===== config.mk =====
export PLATFORM = sky130hd
export DESIGN_NAME = ofcc_front
export DESIGN_NICKNAME = d
export VERILOG_FILES = /design/src/rtl/ofcc_pkg.sv /design/src/rtl/ofcc_front.sv
export SDC_FILE = /design/constraint.sdc
export NUM_CORES = 1
export LEC_CHECK = 0
export BUFFER_PORTS_ARGS = -buffer_cell sky130_fd_sc_hd__buf_2
export CORE_ASPECT_RATIO = 0.6
export CORE_MARGIN = 2
export CORE_UTILIZATION = 45
export CTS_CLUSTER_DIAMETER = 30
export DETAILED_ROUTE_END_ITERATION = 6
export GPL_ROUTABILITY_DRIVEN = 0
export GPL_TIMING_DRIVEN = 0
export PLACE_DENSITY = 0.65
export SYNTH_ARGS = -nofsm -noshare
export SYNTH_HDL_FRONTEND = slang
export SYNTH_SLANG_ARGS = --single-unit

===== constraint.sdc =====
create_clock -name aclk -period 10.18 [get_ports aclk]
set_clock_uncertainty 0.1 [all_clocks]
set_input_delay 0.509 -clock aclk [delete_from_list [all_inputs] [get_ports aclk]]
set_output_delay 0.509 -clock aclk [all_outputs]
set_load 0.005 [all_outputs]

===== src/rtl/ofcc_pkg.sv =====
package ofcc_pkg;

    localparam int FRAC_BITS  = 16;
    localparam int WHEEL_SIZE = 55;
    localparam int ANG_BITS   = 20;
    localparam int ANG_ITER   = 16;
    localparam int PRE_SHIFT  = 24;

    localparam int SEG_RY = 15;
    localparam int SEG_YG = 6;
    localparam int SEG_GC = 4;
    localparam int SEG_CB = 11;
    localparam int SEG_BM = 13;
    localparam int SEG_MR = 6;

    // one word queued between the front and the back
    typedef struct packed {
        logic        req_type;
        logic        frame_start;
        logic [31:0] flow_x;
        logic [31:0] flow_y;
        logic        unknown;
    } item_t;

    typedef logic [23:0] wheel_tab_t [WHEEL_SIZE];

    function automatic wheel_tab_t make_wheel();
        wheel_tab_t tab;
        int k;
        int r;
        int g;
        int b;
        for (int i = 0; i < WHEEL_SIZE; i++) begin
            k = i;
            if (k < SEG_RY) begin
                r = 255; g = 255 * k / SEG_RY; b = 0;
            end else if (k < SEG_RY + SEG_YG) begin
                k = k - SEG_RY;
                r = 255 - 255 * k / SEG_YG; g = 255; b = 0;
            end else if (k < SEG_RY + SEG_YG + SEG_GC) begin
                k = k - SEG_RY - SEG_YG;
                r = 0; g = 255; b = 255 * k / SEG_GC;
            end else if (k < SEG_RY + SEG_YG + SEG_GC + SEG_CB) begin
                k = k - SEG_RY - SEG_YG - SEG_GC;
                r = 0; g = 255 - 255 * k / SEG_CB; b = 255;
            end else if (k < SEG_RY + SEG_YG + SEG_GC + SEG_CB + SEG_BM) begin
                k = k - SEG_RY - SEG_YG - SEG_GC - SEG_CB;
                r = 255 * k / SEG_BM; g = 0; b = 255;
            end else begin
                k = k - SEG_RY - SEG_YG - SEG_GC - SEG_CB - SEG_BM;
                if (k >= SEG_MR) k = SEG_MR - 1;
                r = 255; g = 0; b = 255 - 255 * k / SEG_MR;
            end
            tab[i] = {8'(r), 8'(g), 8'(b)};
        end
        return tab;
    endfunction

    localparam wheel_tab_t WHEEL = make_wheel();

    function automatic logic [17:0] atan_step(input logic [3:0] i);
        logic [17:0] a;
        case (i)
            4'd0:    a = 18'd131072;
            4'd1:    a = 18'd77376;
            4'd2:    a = 18'd40884;
            4'd3:    a = 18'd20753;
            4'd4:    a = 18'd10417;
            4'd5:    a = 18'd5213;
            4'd6:    a = 18'd2607;
            4'd7:    a = 18'd1304;
            4'd8:    a = 18'd652;
            4'd9:    a = 18'd326;
            4'd10:   a = 18'd163;
            4'd11:   a = 18'd81;
            4'd12:   a = 18'd41;
            4'd13:   a = 18'd20;
            4'd14:   a = 18'd10;
            default: a = 18'd5;
        endcase
        return a;
    endfunction

endpackage


===== src/rtl/ofcc_front.sv =====
module ofcc_front (
    input  logic                 aclk,
    input  logic                 aresetn,
    input  logic [30:0]          unknown_limit,
    input  logic                 s_valid,
    output logic                 s_ready,
    input  logic                 s_req_type,
    input  logic                 s_frame_start,
    input  logic [31:0]          s_flow_x,
    input  logic [31:0]          s_flow_y,
    input  logic                 s_flow_nan,
    output logic                 q_valid,
    input  logic                 q_ready,
    output ofcc_pkg::item_t      q_item
);

    ofcc_pkg::item_t mem_reg [2];
    logic       wptr_reg;
    logic       rptr_reg;
    logic [1:0] count_reg;
    logic [31:0] mag_x;
    logic [31:0] mag_y;
    ofcc_pkg::item_t in_item;
    logic push;
    logic pop;

    assign mag_x = s_flow_x[31] ? (~s_flow_x + 32'd1) : s_flow_x;
    assign mag_y = s_flow_y[31] ? (~s_flow_y + 32'd1) : s_flow_y;

    always_comb begin
        in_item.req_type    = s_req_type;
        in_item.frame_start = s_frame_start;
        in_item.flow_x      = s_flow_x;
        in_item.flow_y      = s_flow_y;
        in_item.unknown     = s_flow_nan || (mag_x > {1'b0, unknown_limit})
                              || (mag_y > {1'b0, unknown_limit});
    end

    assign s_ready = (count_reg != 2'd2);
    assign q_valid = (count_reg != 2'd0);
    assign q_item  = mem_reg[rptr_reg];
    assign push    = s_valid && s_ready;
    assign pop     = q_valid && q_ready;

    always_ff @(posedge aclk) begin
        if (push) mem_reg[wptr_reg] <= in_item;
        if (!aresetn) begin
            wptr_reg  <= 1'b0;
            rptr_reg  <= 1'b0;
            count_reg <= 2'd0;
        end else begin
            if (push) wptr_reg <= ~wptr_reg;
            if (pop)  rptr_reg <= ~rptr_reg;
            count_reg <= count_reg + 2'(push) - 2'(pop);
        end
    end

endmodule


# Yosys cells after proc, flatten, opt, wreduce, memory -nomap -nowiden

Memory sizes are Yosys's and may differ from the RTL's. A register that Yosys moved wholly into a read port is not among the register bits.
Cells that the tools add are included.

$add $sub $neg: 4
Order comparisons: 2
Equal/unequal tests: 1
Muxes and demuxes: 6
Bitwise operators: 4
Reduce and logical (&&, ||, !) cells: 5

Operators by type and width:

| operator                                      | number |
|---|---|
| adder 32 x 1 -> 32 bit, second input constant | 2 |
| > comparator 32 x 31 -> 1 bit                 | 2 |
| 2-to-1 mux 32 bit                             | 2 |
| inverter 32 bit                               | 2 |
| 2-to-1 mux 1 bit                              | 4 |
| adder 2 x 1 -> 2 bit                          | 1 |
| logical AND 1 bit                             | 2 |
| logical OR 1 bit                              | 2 |
| != test 2 bit, second input constant          | 1 |
| inverter 1 bit                                | 2 |
| nonzero test 2 bit                            | 1 |
| subtractor 2 x 1 -> 2 bit                     | 1 |

Bits in registers: 4
RAM bits: 134
Input bits: 102
Output and inout bits: 69
Logic and storage cells: 26
Memories: 1

Memory list:

| memory  | words | bits a word | rd ports | clocked after memory_dff | wr ports | line             | RTL |
|---|---|---|---|---|---|---|---|
| mem_reg | 2     | 67          | 1        | 1                        | 1        | ofcc_front.sv:17 | `ofcc_pkg::item_t mem_reg [2];` |

# Longest topological paths before layout

Depth after elaboration: 6
Mapped depth: 15

# Worst setup path before layout

Ideal clock, no wire load.

Path kind: input to register
Start point: in s_valid
End point: mem mem_reg[0][0] (netlist name), enable pin
Library setup time: 494 ps
Arrival: 3,411 ps
Data required time: 9,586 ps
Path slack: 6,175 ps
Stages on the path: 2
Buffers on the path: 0
Cell sequence: nand2_1 -> nor2_1

Longest elaborated chain between the ends: 3

Ends and longest elaborated chain:

| item                                   | line             | RTL |
|---|---|---|
| start, declared                        | ofcc_front.sv:5  | `input logic s_valid,` |
| logical AND 1 bit                      | ofcc_front.sv:42 | `assign push = s_valid && s_ready;` |
| 2-to-1 mux 1 bit                       | ofcc_front.sv:46 | `if (push) mem_reg[wptr_reg] <= in_item;` |
| 2-to-1 mux 1 bit (implied by the code) | ofcc_front.sv:46 |  |
| end, declared                          | ofcc_front.sv:17 |  |

Every way passes these cells.

==> run metrics <==
# Post-CTS Setup Buffers 0; cell mode on critical path nand4_1; P_int ~0.0013 W; clock network fraction of design power 34.5%; initial antenna violation count 2; final routed DRC violation total 0; CP max stage cell or3b_4; max reg flops about 130; critical path data arrival time approximately 3.8 ns; Synthesis Warnings 0; Clk Latency, worst-skew pair 0.42 ns; CP required about 10 ns; per-cell routed wire length 17.7 um; Hold-fix buffers, CTS 0; area leader, netlist edfxtp_1; Initial Utilization between 40% and 50%; nets@finish 970; outcome completed; largest net degree at the start of global routing 38; number of antenna-violating nets in the routed design 0; Worst Path Max Fanout 5; hold crit path type in -> reg; Post-synth top flop edfxtp_1; Final Slew Violations 0; multi-input combinational cell area between 0.003 and 0.004 mm2; share of cells above drive strength 1 approximately 35%; CP cell instances buf_2, nor3_1, nand4_1, or3b_4, o31ai_1, xnor2_1, ha_1, nand3_1, nor4_1, nand4_1, o21ai_0, nand4_1; Worst Setup End Kind register; area delta synth->final 23.9%; Unique masters post-synth between 40 and 50; critical path launch point type primary input; leak pwr 3.81 nW; Reg power frac ~40%; CTS tree done; Cell Count, Final, Fillers Out between 1000 and 1500; vias in the first global route about 5700; Core ar. around 0.017 mm2; post-synth top area share between 50% and 60%; register area 0.00412 mm2; post-synthesis xor/xnor area fraction 6.89%; final worst path period share 37.1%; Simple-Gate Fraction of Synth Area ~9%; slowest cell delay on critical path approximately 0.52 ns; First-pass DRT Iterations 4; Post-synth EDFFs between 100 and 150; worst rel slew slack roughly 44%; Pwr Total between 0.0015 and 0.002 W; Worst IR Drop VDD slightly above 0.08 mV; Yosys reg bits 139; first-pass GRT wire length just under 30000 um; total congestion overflow 0; top cells by area, synth edfxtp_1 (52%), ha_1 (11%), mux2_2 (9.7%); RSZ-0062 raised after global routing no; max cap viols 0; FP Rows 37; die area 0.0183 mm2; clock-pin transition on the worst setup and hold timing paths about 0.06 ns; commonest non-fill, non-tap cell in the layout buf_2; Placed Cells 1017; Placed Area roughly 0.009 mm2; sw frac a little over a quarter; Total GRT Usage 20.9%; TritonCTS Sinks about 140; WL final 18500 um; Worst Tran Pin Value between 0.8 and 0.9 ns; DR vias/cell roughly 5.3; syn_nets approximately 780; CTS Buffer Depth 2; die width around 170 um; Final HPWL DP approximately 15000 um; adder-cell share of the synthesized area 10.7%; die height approximately 110 um; most frequent cells in the layout buf_2 (170), edfxtp_1 (134), mux2_2 (67); Max Clk Rate about 260 MHz; setup TNS 0 ns; Avg Cell Area, Syn between 10 and 15 um2; Post-Syn Area about 0.0078 mm2; clk root buf clkbuf_16; critical path type in -> reg; cells after synthesis 610; CTS buffer count 17; Switch Pwr 0.000491 W; number of port buffers between 150 and 200; DRT iter0 DRCs around 340; Final Hold Fails 0; vias around 5600; clock period minus worst slack 3.78 ns; pwr dens about 190 mW/mm2; Post-synth ARST share 0%; Gates resized, CTS repair 0; fill count approximately 1500; compound-cell area share of the yosys netlist 7.97%; largest family of logic cells by synthesized area adder cells; mux share of post-synthesis cell area under 10%; H-tree depth 4; final setup vio count 0; post-synthesis sequential area ratio 53.2%; post-route cell area around 0.0096 mm2; IO Pins ~170; Logic pwr share 25.8%
==> per-stage QoR <==
stage	setup WS [ns]	hold slack, ns	util [%]
finish	6.40	0.176	56.6
global placement	4.50	0.424	52.4
CTS	6.45	0.157	56.5
floorplan	6.17	0.404	-
detailed placement	6.00	0.433	52.8
global route	6.07	0.156	56.5
==> per-layer routing <==
metal,routed length (um),up-vias,GRT usage (%)
li1,-,2679,-
met1,9020,2665,28.8
met2,7840,182,31.6
met3,1370,26,6.49
met4,313,0,6.48
met5,0,-,0
==> logic make-up (layout without fill, tap and decap cells) <==
| family | Yosys count | after routing |
|---|---|---|
| flip-flops | 139 | 139 |
| AND/OR/NAND/NOR | 127 | 127 |
| AO/OA/AOI/OAI | 97 | 97 |
| multiplexers | 67 | 67 |
| adder cells (fa/ha/maj) | 66 | 66 |
| XOR/XNOR | 61 | 61 |
| buffers and inverters | 53 | 258 |
| other | 0 | 1 |
==> worst paths after layout <==
| check | from | to | slack (ns) | cells after the start |
|---|---|---|---|---|
| setup / recovery | s_flow_x[1] | mem_reg[1][0]$_DFFE_PP_ | 6.40 | 12 |
| hold / removal | s_frame_start | mem_reg[0][65]$_DFFE_PP_ | 0.18 | 1 |
| setup reg to reg | count_reg[1]$_SDFF_PN0_ | count_reg[1]$_SDFF_PN0_ | 8.21 | 8 |
| hold reg to reg | rptr_reg$_SDFFE_PN0P_ | rptr_reg$_SDFFE_PN0P_ | 0.45 | 2 |
==> cell usage after synthesis (2+ instances only) <==
cell and n:
edfxtp_1 134, mux2_2 67, ha_1 66, xnor2_1 60, inv_1 40, nand2_1 33, o21ai_0 32, a21oi_1 21
o31ai_1 15, nand4_1 14, nand3_1 12, nor2_1 12, nand2b_1 10, nor3_1 10, clkbuf_1 9, a21o_1 8
nor4_1 6, or3_1 6, and2_1 5, dfxtp_1 5, buf_1 4, nor2b_1 4, a211oi_1 3, o211ai_1 3
o41ai_1 3, or4_1 3, a221oi_1 2, a31oi_1 2, o41ai_2 2, or2_2 2
==> area by class of cell <==
type | instances | share of cell area [%]
clock buffers | 26 | 6.20
clock inverters | 6 | 0.430
diodes | 1 | 0.0260
plain buffers | 13 | 0.508
well taps | 234 | 3.05
flip-flops and latches | 139 | 42.9
repair buffers | 173 | 9.48
inverters | 40 | 1.56
multi-input cells | 418 | 35.8
==> power by group through the flow <==
stage                     combinational, W  sequential (W)  clock [W]
after floorplan                   0.000282        0.000740          0
after global placement            0.000450        0.000747          0
after detailed placement          0.000478        0.000740          0
after CTS                         0.000481        0.000728   0.000644
after global routing              0.000526        0.000733   0.000671
final                             0.000474        0.000727   0.000633
==> critical path: cells and delay by family <==
family | cells | cell delay (ns)
fa+ha+maj | 1 | 0.30
compound gates | 2 | 0.53
buf+inv | 1 | 0.12
simple gates | 7 | 2.24
xor+xnor | 1 | 0.11
No activity file was read; power rests on OpenSTA's default activity.
